## src/ldpc_cn_pkg.sv

```systemverilog
`timescale 1ns / 1ps
`default_nettype none

package ldpc_cn_pkg;

   // LLR arithmetic
   localparam int LLR_W = 16;
   localparam int MAG_W = LLR_W - 1;
   localparam int SUM_W = LLR_W + 1;
   localparam logic [MAG_W-1:0] MAG_MAX = {MAG_W{1'b1}};

   // Row geometry
   localparam int MAX_DEGREE = 32;
   localparam int IDX_W = $clog2(MAX_DEGREE);
   localparam int CNT_W = $clog2(MAX_DEGREE + 1);

   // Row descriptor queue; one row buffer bank per queue slot
   localparam int QUEUE_DEPTH = 2;
   localparam int QPTR_W = $clog2(QUEUE_DEPTH);
   localparam int QCNT_W = $clog2(QUEUE_DEPTH + 1);
   localparam int BANK_W = QPTR_W;
   localparam int ADDR_W = BANK_W + IDX_W;

   // Configuration registers
   localparam int NORM_W = 4;
   localparam int CSR_INDEX_W = 1;
   localparam int CSR_DATA_W = 15;
   localparam logic [CSR_INDEX_W-1:0] CSR_NORM_EIGHTHS = 1'b0;
   localparam logic [CSR_INDEX_W-1:0] CSR_MIN_OFFSET = 1'b1;
   localparam logic [NORM_W-1:0] NORM_RESET = 4'd8;

   typedef logic signed [LLR_W-1:0] llr_type;
   typedef logic [MAG_W-1:0] mag_type;

   typedef struct packed {
      logic [NORM_W-1:0] norm_eighths;
      mag_type min_offset;
   } cfg_type;

   // Everything the back end needs to emit one row
   typedef struct packed {
      logic [BANK_W-1:0] bank;
      logic [CNT_W-1:0] count;
      mag_type first_min;
      mag_type second_min;
      logic parity;
   } row_desc_type;

   // Row buffer write port
   typedef struct packed {
      logic en;
      logic [ADDR_W-1:0] addr;
      llr_type data;
   } mem_wr_type;

   typedef enum logic [1:0] {
      BACK_IDLE,
      BACK_OFFSET,
      BACK_SCALE,
      BACK_RUN
   } back_state_type;

   // Saturate a grown sum to +-(2^(LLR_W-1) - 1)
   function automatic llr_type sat_llr(input logic signed [SUM_W-1:0] v);
      logic signed [SUM_W-1:0] hi;
      logic signed [SUM_W-1:0] lo;
      llr_type r;
      hi = SUM_W'(signed'({1'b0, MAG_MAX}));
      lo = -hi;
      if (v > hi) begin
         r = LLR_W'(hi);
      end else if (v < lo) begin
         r = LLR_W'(lo);
      end else begin
         r = v[LLR_W-1:0];
      end
      return r;
   endfunction

   // Magnitude of a saturated LLR (never the most negative code)
   function automatic mag_type abs_llr(input llr_type v);
      llr_type n;
      n = -v;
      return v[LLR_W-1] ? n[MAG_W-1:0] : v[MAG_W-1:0];
   endfunction

endpackage

`default_nettype wire

```

## src/ldpc_cn_queue.sv

```systemverilog
`timescale 1ns / 1ps
`default_nettype none

module ldpc_cn_queue (
   input  wire logic                      clock,
   input  wire logic                      reset,
   input  wire logic                      push,
   input  wire ldpc_cn_pkg::row_desc_type push_desc,
   output      logic                      full,
   input  wire logic                      pop,
   output      ldpc_cn_pkg::row_desc_type head_desc,
   output      logic                      empty
);
   import ldpc_cn_pkg::*;

   row_desc_type        slot_ff [QUEUE_DEPTH];
   logic [QPTR_W-1:0]   wr_ptr_ff, wr_ptr_in;
   logic [QPTR_W-1:0]   rd_ptr_ff, rd_ptr_in;
   logic [QCNT_W-1:0]   count_ff, count_in;
   logic                do_push, do_pop;

   assign full      = (count_ff == QCNT_W'(QUEUE_DEPTH));
   assign empty     = (count_ff == '0);
   assign head_desc = slot_ff[rd_ptr_ff];
   assign do_push   = push && !full;
   assign do_pop    = pop && !empty;

   // pointer and fill bookkeeping
   always_comb begin
      wr_ptr_in = do_push ? wr_ptr_ff + 1'b1 : wr_ptr_ff;
      rd_ptr_in = do_pop ? rd_ptr_ff + 1'b1 : rd_ptr_ff;
      count_in  = count_ff;
      if (do_push && !do_pop) begin
         count_in = count_ff + 1'b1;
      end else if (do_pop && !do_push) begin
         count_in = count_ff - 1'b1;
      end
   end

   always_ff @(posedge clock) begin
      if (reset) begin
         wr_ptr_ff <= '0;
         rd_ptr_ff <= '0;
         count_ff  <= '0;
      end else begin
         wr_ptr_ff <= wr_ptr_in;
         rd_ptr_ff <= rd_ptr_in;
         count_ff  <= count_in;
      end
   end

   // descriptor slots
   always_ff @(posedge clock) begin
      if (do_push) begin
         slot_ff[wr_ptr_ff] <= push_desc;
      end
   end

endmodule

`default_nettype wire

```

## src/ldpc_cn_front.sv

```systemverilog
`timescale 1ns / 1ps
`default_nettype none

module ldpc_cn_front (
   input  wire logic                      clock,
   input  wire logic                      reset,
   input  wire logic                      req_push,
   output      logic                      req_full,
   input  wire ldpc_cn_pkg::llr_type      req_posterior,
   input  wire ldpc_cn_pkg::llr_type      req_old_message,
   input  wire logic                      req_last_edge,
   output      ldpc_cn_pkg::mem_wr_type   mem_wr,
   output      logic                      desc_push,
   output      ldpc_cn_pkg::row_desc_type desc,
   input  wire logic                      desc_full
);
   import ldpc_cn_pkg::*;

   logic [CNT_W-1:0]  count_ff, count_in;
   mag_type           first_ff, first_in;
   mag_type           second_ff, second_in;
   logic              parity_ff, parity_in;
   logic [BANK_W-1:0] bank_ff, bank_in;

   logic                    accept, room, store;
   logic signed [SUM_W-1:0] diff;
   llr_type                 contrib;
   mag_type                 mag, larger;
   logic [CNT_W-1:0]        count_upd;
   mag_type                 first_upd, second_upd;
   logic                    parity_upd;

   // the bank being filled is held until the back end drains it
   assign req_full = desc_full;
   assign accept   = req_push && !req_full;
   assign room     = (count_ff != CNT_W'(MAX_DEGREE));
   assign store    = accept && room;

   // contribution = posterior - old message, saturated
   assign diff    = SUM_W'(req_posterior) - SUM_W'(req_old_message);
   assign contrib = sat_llr(diff);
   assign mag     = abs_llr(contrib);
   assign larger  = (mag > first_ff) ? mag : first_ff;

   // row statistics including this edge (unchanged when the row is full)
   always_comb begin
      count_upd  = count_ff;
      first_upd  = first_ff;
      second_upd = second_ff;
      parity_upd = parity_ff;
      if (room) begin
         count_upd  = count_ff + 1'b1;
         first_upd  = (mag < first_ff) ? mag : first_ff;
         second_upd = (larger < second_ff) ? larger : second_ff;
         parity_upd = parity_ff ^ contrib[LLR_W-1];
      end
   end

   assign mem_wr.en   = store;
   assign mem_wr.addr = {bank_ff, count_ff[IDX_W-1:0]};
   assign mem_wr.data = contrib;

   assign desc_push       = accept && req_last_edge;
   assign desc.bank       = bank_ff;
   assign desc.count      = count_upd;
   assign desc.first_min  = first_upd;
   assign desc.second_min = second_upd;
   assign desc.parity     = parity_upd;

   // row accumulation; a row close clears it and moves to the next bank
   always_comb begin
      count_in  = count_ff;
      first_in  = first_ff;
      second_in = second_ff;
      parity_in = parity_ff;
      bank_in   = bank_ff;
      if (desc_push) begin
         count_in  = '0;
         first_in  = MAG_MAX;
         second_in = MAG_MAX;
         parity_in = 1'b0;
         bank_in   = bank_ff + 1'b1;
      end else if (accept) begin
         count_in  = count_upd;
         first_in  = first_upd;
         second_in = second_upd;
         parity_in = parity_upd;
      end
   end

   always_ff @(posedge clock) begin
      if (reset) begin
         count_ff  <= '0;
         first_ff  <= MAG_MAX;
         second_ff <= MAG_MAX;
         parity_ff <= 1'b0;
         bank_ff   <= '0;
      end else begin
         count_ff  <= count_in;
         first_ff  <= first_in;
         second_ff <= second_in;
         parity_ff <= parity_in;
         bank_ff   <= bank_in;
      end
   end

endmodule

`default_nettype wire

```

## src/ldpc_cn_back.sv

```systemverilog
`timescale 1ns / 1ps
`default_nettype none

module ldpc_cn_back (
   input  wire logic                      clock,
   input  wire logic                      reset,
   input  wire ldpc_cn_pkg::cfg_type      cfg,
   input  wire ldpc_cn_pkg::mem_wr_type   mem_wr,
   input  wire ldpc_cn_pkg::row_desc_type desc,
   input  wire logic                      desc_empty,
   output      logic                      desc_pop,
   input  wire logic                      rsp_pop,
   output      logic                      rsp_empty,
   output      ldpc_cn_pkg::llr_type      rsp_new_message,
   output      ldpc_cn_pkg::llr_type      rsp_new_posterior,
   output      logic                      rsp_row_done
);
   import ldpc_cn_pkg::*;

   // row buffer, one bank per queued row
   llr_type store_ff [2**ADDR_W];

   back_state_type    state_ff, state_in;
   logic [BANK_W-1:0] bank_ff;
   logic [CNT_W-1:0]  count_ff;
   mag_type           first_ff, second_ff;
   logic              parity_ff;
   mag_type           d1_ff, d2_ff;
   mag_type           c1_ff, c2_ff;
   logic [CNT_W-1:0]  idx_ff, idx_in;
   logic              inflight_ff, inflight_in;
   logic              inflight_last_ff;
   llr_type           rd_data_ff;
   logic              out_valid_ff, out_valid_in;
   llr_type           out_msg_ff, out_post_ff;
   logic              out_done_ff;

   logic    latch_desc, issue, last_issue, slot_free;
   mag_type rd_mag, sel_mag;
   logic    msg_neg;
   llr_type msg;
   logic signed [SUM_W-1:0] post_sum;

   // offset subtraction with clamp at zero
   function automatic mag_type sub_offset(input mag_type m, input mag_type off);
      logic [MAG_W:0] d;
      d = {1'b0, m} - {1'b0, off};
      return d[MAG_W] ? '0 : d[MAG_W-1:0];
   endfunction

   // k/8 scaling by shift-add; 0 acts as 1, 8 and above as unity
   function automatic mag_type scale_eighths(input mag_type d, input logic [NORM_W-1:0] k);
      logic [NORM_W-1:0] kk;
      mag_type r;
      kk = (k == '0) ? NORM_W'(1) : k;
      if (kk[3]) begin
         r = d;
      end else begin
         r = (kk[2] ? (d >> 1) : '0) + (kk[1] ? (d >> 2) : '0) + (kk[0] ? (d >> 3) : '0);
      end
      return r;
   endfunction

   assign slot_free  = !out_valid_ff || rsp_pop;
   assign last_issue = (idx_ff + 1'b1 == count_ff);

   // next state
   always_comb begin
      state_in = state_ff;
      unique case (state_ff)
         BACK_IDLE: begin
            if (!desc_empty && !inflight_ff) begin
               state_in = BACK_OFFSET;
            end
         end
         BACK_OFFSET: state_in = BACK_SCALE;
         BACK_SCALE:  state_in = BACK_RUN;
         BACK_RUN: begin
            if (!inflight_ff && slot_free && last_issue) begin
               state_in = BACK_IDLE;
            end
         end
         default: state_in = BACK_IDLE;
      endcase
   end

   // state outputs
   always_comb begin
      latch_desc = 1'b0;
      issue      = 1'b0;
      desc_pop   = 1'b0;
      unique case (state_ff)
         BACK_IDLE:   latch_desc = !desc_empty && !inflight_ff;
         BACK_OFFSET: ;
         BACK_SCALE:  ;
         BACK_RUN: begin
            issue    = !inflight_ff && slot_free;
            desc_pop = issue && last_issue;
         end
         default: ;
      endcase
   end

   always_ff @(posedge clock) begin
      if (reset) begin
         state_ff <= BACK_IDLE;
      end else begin
         state_ff <= state_in;
      end
   end

   // row setup: copy descriptor, then offset, then scale
   always_ff @(posedge clock) begin
      if (latch_desc) begin
         bank_ff   <= desc.bank;
         count_ff  <= desc.count;
         first_ff  <= desc.first_min;
         second_ff <= desc.second_min;
         parity_ff <= desc.parity;
      end
      if (state_ff == BACK_OFFSET) begin
         d1_ff <= sub_offset(second_ff, cfg.min_offset);
         d2_ff <= sub_offset(first_ff, cfg.min_offset);
      end
      if (state_ff == BACK_SCALE) begin
         c1_ff <= scale_eighths(d1_ff, cfg.norm_eighths);
         c2_ff <= scale_eighths(d2_ff, cfg.norm_eighths);
      end
   end

   // read index and in-flight tracking
   always_comb begin
      idx_in = idx_ff;
      if (state_ff == BACK_SCALE) begin
         idx_in = '0;
      end else if (issue) begin
         idx_in = idx_ff + 1'b1;
      end
      inflight_in  = issue;
      out_valid_in = inflight_ff ? 1'b1 : (rsp_pop ? 1'b0 : out_valid_ff);
   end

   always_ff @(posedge clock) begin
      if (reset) begin
         idx_ff       <= '0;
         inflight_ff  <= 1'b0;
         out_valid_ff <= 1'b0;
      end else begin
         idx_ff       <= idx_in;
         inflight_ff  <= inflight_in;
         out_valid_ff <= out_valid_in;
      end
   end

   // row buffer write and registered read
   always_ff @(posedge clock) begin
      if (mem_wr.en) begin
         store_ff[mem_wr.addr] <= mem_wr.data;
      end
      if (issue) begin
         rd_data_ff       <= store_ff[{bank_ff, idx_ff[IDX_W-1:0]}];
         inflight_last_ff <= last_issue;
      end
   end

   // new message and posterior from the stored contribution
   assign rd_mag   = abs_llr(rd_data_ff);
   assign sel_mag  = (rd_mag == first_ff) ? c1_ff : c2_ff;
   assign msg_neg  = parity_ff ^ rd_data_ff[LLR_W-1];
   assign msg      = msg_neg ? -llr_type'({1'b0, sel_mag}) : llr_type'({1'b0, sel_mag});
   assign post_sum = SUM_W'(rd_data_ff) + SUM_W'(msg);

   always_ff @(posedge clock) begin
      if (inflight_ff) begin
         out_msg_ff  <= msg;
         out_post_ff <= sat_llr(post_sum);
         out_done_ff <= inflight_last_ff;
      end
   end

   assign rsp_empty         = !out_valid_ff;
   assign rsp_new_message   = out_msg_ff;
   assign rsp_new_posterior = out_post_ff;
   assign rsp_row_done      = out_done_ff;

endmodule

`default_nettype wire

```

## src/ldpc_layered_min_sum_check_node_top.sv

```systemverilog
`timescale 1ns / 1ps
`default_nettype none

// Check-node unit for layered offset-normalized min-sum LDPC decoding. Push one
// edge per item (posterior, old message, last_edge on the row's final edge);
// after the last edge the block returns one result per stored edge in arrival
// order, row_done on the final one. Edges beyond 32 in a row are dropped. The
// front end takes one edge per clock while full is low, into one of two row
// buffer banks, so the next row loads while the previous one drains; full is
// high from the close of a second pending row until the back end issues the last
// row buffer read of the older one. Each row starts with setup (descriptor copy,
// offset, scale); then one row buffer read is in flight at a time, issued when
// the output slot is free or popped. The user must write configuration only
// while the block is idle, which it does not enforce; csr_ready is always high.
module ldpc_layered_min_sum_check_node_top (
   input  wire logic                                  clock,
   input  wire logic                                  reset,
   input  wire logic                                  req_push,
   output      logic                                  req_full,
   input  wire ldpc_cn_pkg::llr_type                  req_posterior,
   input  wire ldpc_cn_pkg::llr_type                  req_old_message,
   input  wire logic                                  req_last_edge,
   output      logic                                  rsp_empty,
   input  wire logic                                  rsp_pop,
   output      ldpc_cn_pkg::llr_type                  rsp_new_message,
   output      ldpc_cn_pkg::llr_type                  rsp_new_posterior,
   output      logic                                  rsp_row_done,
   input  wire logic                                  csr_valid,
   output      logic                                  csr_ready,
   input  wire logic [ldpc_cn_pkg::CSR_INDEX_W-1:0]   csr_index,
   input  wire logic [ldpc_cn_pkg::CSR_DATA_W-1:0]    csr_data
);
   import ldpc_cn_pkg::*;

   logic [NORM_W-1:0] norm_ff, norm_in;
   mag_type           offset_ff, offset_in;
   cfg_type           cfg;
   mem_wr_type        mem_wr;
   row_desc_type      push_desc, head_desc;
   logic              desc_push, desc_pop, desc_full, desc_empty;

   // configuration registers
   assign csr_ready = 1'b1;

   always_comb begin
      norm_in   = norm_ff;
      offset_in = offset_ff;
      if (csr_valid) begin
         unique case (csr_index)
            CSR_NORM_EIGHTHS: norm_in   = csr_data[NORM_W-1:0];
            CSR_MIN_OFFSET:   offset_in = csr_data[MAG_W-1:0];
            default: ;
         endcase
      end
   end

   always_ff @(posedge clock) begin
      if (reset) begin
         norm_ff   <= NORM_RESET;
         offset_ff <= '0;
      end else begin
         norm_ff   <= norm_in;
         offset_ff <= offset_in;
      end
   end

   assign cfg.norm_eighths = norm_ff;
   assign cfg.min_offset   = offset_ff;

   ldpc_cn_front u_front (
      .clock           (clock),
      .reset           (reset),
      .req_push        (req_push),
      .req_full        (req_full),
      .req_posterior   (req_posterior),
      .req_old_message (req_old_message),
      .req_last_edge   (req_last_edge),
      .mem_wr          (mem_wr),
      .desc_push       (desc_push),
      .desc            (push_desc),
      .desc_full       (desc_full)
   );

   ldpc_cn_queue u_queue (
      .clock     (clock),
      .reset     (reset),
      .push      (desc_push),
      .push_desc (push_desc),
      .full      (desc_full),
      .pop       (desc_pop),
      .head_desc (head_desc),
      .empty     (desc_empty)
   );

   ldpc_cn_back u_back (
      .clock             (clock),
      .reset             (reset),
      .cfg               (cfg),
      .mem_wr            (mem_wr),
      .desc              (head_desc),
      .desc_empty        (desc_empty),
      .desc_pop          (desc_pop),
      .rsp_pop           (rsp_pop),
      .rsp_empty         (rsp_empty),
      .rsp_new_message   (rsp_new_message),
      .rsp_new_posterior (rsp_new_posterior),
      .rsp_row_done      (rsp_row_done)
   );

endmodule

`default_nettype wire

```

## config.mk

```make
export PLATFORM = sky130hd
export DESIGN_NAME = ldpc_layered_min_sum_check_node_top
export DESIGN_NICKNAME = d
export VERILOG_FILES = /design/src/ldpc_cn_pkg.sv /design/src/ldpc_cn_queue.sv /design/src/ldpc_cn_front.sv /design/src/ldpc_cn_back.sv /design/src/ldpc_layered_min_sum_check_node_top.sv
export SDC_FILE = /design/constraint.sdc
export NUM_CORES = 2
export LEC_CHECK = 0
export ABC_AREA = 1
export BUFFER_PORTS_ARGS = -buffer_cell sky130_fd_sc_hd__buf_2
export CAP_MARGIN = 20
export CORE_ASPECT_RATIO = 0.8
export CORE_MARGIN = 2
export CORE_UTILIZATION = 68
export DETAILED_ROUTE_END_ITERATION = 6
export HOLD_SLACK_MARGIN = 0.1
export PLACE_DENSITY = 0.86
export SLEW_MARGIN = 20
export SYNTH_ARGS = -nofsm -noshare
export SYNTH_HDL_FRONTEND = slang
export SYNTH_SLANG_ARGS = --single-unit
```

## constraint.sdc

```tcl
create_clock -name clock -period 12.5 [get_ports clock]
set_input_delay 0.625 -clock clock [delete_from_list [all_inputs] [get_ports clock]]
set_output_delay 0.625 -clock clock [all_outputs]
set_load 0.005 [all_outputs]
```

==> impl_metrics.json <==
{
  "antenna_left": 0,
  "cp_max_fo": 81,
  "avgSynthCellArea_um2": 11.8,
  "rr_worst_depth": 32,
  "die_w_um": 329,
  "dieHeight_um": 264,
  "cts.sinks": 1319,
  "worst-path-buf-inv": 13,
  "cpMaxStageDelayCell": "buf_4",
  "synth_mux_area_frac": 0.00104,
  "final_area_um2": 63200,
  "grt_max_degree": 138,
  "antenna_found_initial": 0,
  "synth.most_common_cell": "edfxtp_1",
  "grt-ovfl-total": 0,
  "synthDistinctLibCells": 48,
  "portBuffers": 88,
  "critPathKind": "in2reg",
  "grtUsageTotal": 0.347,
  "hold_viol": 0,
  "syn_inst": 4885,
  "setup_ws_ns": 3.58,
  "area_delta_synth_final_pct": 9.87,
  "fin_crit_sh": 0.713,
  "yosys_warnings": 0,
  "rr_endpoint": "u_back.rsp_new_posterior[2]",
  "rrSetupSlack_ns": 5.81,
  "grt_pass1_wl_mm": 229,
  "drtPass1Iterations": 7,
  "async_flop_share": 0,
  "first_iter_violations": 6541,
  "synth.cell_area_um2": 57600,
  "drt-total-wl_mm": 152,
  "finalSetupViolCount": 0,
  "required_ns": 12.94,
  "fmax_mhz": 112,
  "start_util": 0.686,
  "instances_no_fill": 6167,
  "skew_ns": 0.0274,
  "synth_seq_area_share": 0.676,
  "synth-xor-area-share": 0.0132,
  "min_from": "csr_data[3]",
  "placed_cell_area_um2": 59400,
  "holdPathEnd": "norm_ff[3]",
  "grt_setup_unrepaired": "no",
  "diodes": 0,
  "cp_top_family": "simple AND/OR/NAND/NOR gates",
  "slew-limit-headroom": 0.265,
  "grt_pass1_vias": 39600,
  "synth_flop_cell": "edfxtp_1",
  "clockBufferDepth": 3,
  "synthSimpleGateAreaFrac": 0.101,
  "worstMarginPinSlew_ns": 1.10,
  "post-place-ws_ns": 2.84,
  "rows": 95,
  "drv_slew": 0,
  "min-delay-path-class": "in2reg",
  "whs_path_depth": 3,
  "cts_tree": "built",
  "htreeDepth": 3,
  "path_clk_slew_ns": 0.06,
  "gp_congestion": 0.923,
  "route.vias.total": 41200,
  "root_buffer": "clkbuf_16",
  "synth_nets": 5098,
  "via_per_inst": 6.68,
  "remaining_drc_errors": 0,
  "synth.area.top_cells": "edfxtp_1, nand2_1, a21oi_1",
  "worstPathArrival_ns": 9.36,
  "synthAdderAreaFrac": 0.0385,
  "clk_latency_ns": 0.71,
  "cp-start-kind": "input port",
  "powerDensity_nw_per_um2": 188,
  "status": "complete, no violations",
  "cts-resized-gates": 0,
  "hold_buffers": 0,
  "cap_violations": 0,
  "end_kind": "flop",
  "p_leak_nw": 23.6,
  "synth_top_area_cell": "edfxtp_1",
  "r2r-start": "u_back.rd_data_ff[15]",
  "crit_path_frequent_cell": "nand2_1",
  "ir_worst_vdd_mv": 0.150,
  "synth_compound_area_frac": 0.127,
  "avgRoutedWirePerCell_um": 24.6,
  "nets": 5167,
  "final_util": 0.754,
  "fin_crit_ns": 8.92,
  "postCtsSetupBuffers": 0,
  "synth_top_family_by_area": "compound AO/OA/AOI/OAI gates",
  "drive_above_1_share": 0.0841,
  "dpl.hpwl_mm": 87.5,
  "max_stage_delay_ns": 0.67,
  "synth_edf_count": 1248,
  "ys_ff_latch": 1319,
  "die-area_um2": 87000,
  "synth_common_cells": "edfxtp_1, nand2_1, a21oi_1",
  "cts_buffers": 117,
  "tns_ns": 0,
  "core_um2": 83900,
  "pin_count": 90,
  "synth_top_area_frac": 0.651,
  "place_inst": 5948
}
==> per-layer routing <==
layer	vias to the layer above	global-route usage	routed length, um
li1	17800	-	-
met2	3380	0.522	69100
met5	-	0	0
met3	446	0.0912	21800
met1	19600	0.488	54800
met4	0	0.141	6290
==> cell usage in the layout (no fill, tap or decap), types with 9 or more instances in the layout <==
cell and n:
a21oi_1 669, and2_1 9, buf_2 88, buf_4 110, bufinv_16 12, clkbuf_1 35
clkbuf_16 120, clkinv_1 26, clkinv_2 17, dfxtp_1 66, edfxtp_1 1248, fa_1 30
ha_1 129, inv_1 382, inv_2 9, nand2_1 901, nand2_2 15, nand3_1 208
nand4_1 24, nor2_1 211, nor3_1 18, o21ai_0 249, o21ai_1 11, o221ai_1 258
o31ai_1 10, xnor2_1 26, xor2_1 61
==> worst register-to-register path: cells and delay by family (launching register included) <==
kind / cells / cell delay (ns)
simple gates: 20 / 3.04
flops: 1 / 0.73
compound gates: 6 / 1.45
buf+inv: 3 / 0.48
xor+xnor: 1 / 0.15
fa+ha+maj: 2 / 0.57
==> logic make-up after synthesis <==
group                    Yosys count
XOR/XNOR                          87
other                              1
multiplexers                       6
AO/OA/AOI/OAI                   1241
AND/OR/NAND/NOR                 1423
adder cells (fa/ha/maj)          159
buffers and inverters            649
flip-flops                      1319
==> where the power goes <==
part	internal, mW	switching [mW]	leakage (nW)
Sequential	5.38	0.158	11.9
Combinational	0.756	2.01	9.91
Clock	2.01	1.57	1.84
Total	8.15	3.74	23.6
==> state kept, by name, indices dropped and copies added (netlist names), 16 cells and up <==
name                      flops
u_back.rsp_new_message       16
u_back.rd_data_ff            16
u_back.rsp_new_posterior     16
u_back.store_ff            1024
u_queue.slot_ff              76
==> area by class of cell <==
class | instances | area [um^2]
Multi-Input combinational cell | 2917 | 16300
Fill cell | 4942 | 20700
Sequential cell | 1319 | 38900
Clock inverter | 61 | 622
Clock buffer | 156 | 3150
Tap cell | 1115 | 1400
Timing Repair Buffer | 204 | 1390
Inverter | 395 | 1490
==> stage by stage <==
step	total power, mW	hold WS [ns]
CTS	11.8	0.158
floorplan	7.33	0.400
detailed placement	8.24	0.405
global route	12.3	0.173
global placement	8.12	0.409
finish	11.9	0.188
==> worst max path at each step <==
stage / startpoint / to / depth (start not counted)
after floorplan: req_posterior[0] / u_queue.slot_ff[0][10] / 42
final: req_posterior[0] / u_queue.slot_ff[1][13] / 48
after detailed placement: req_posterior[0] / u_queue.slot_ff[0][13] / 47
after CTS: req_posterior[0] / u_queue.slot_ff[1][13] / 47
after global placement: req_posterior[0] / u_queue.slot_ff[0][13] / 47
after global routing: req_posterior[0] / u_front.second_ff[4] / 49
No activity file was read; power rests on OpenSTA's default activity.
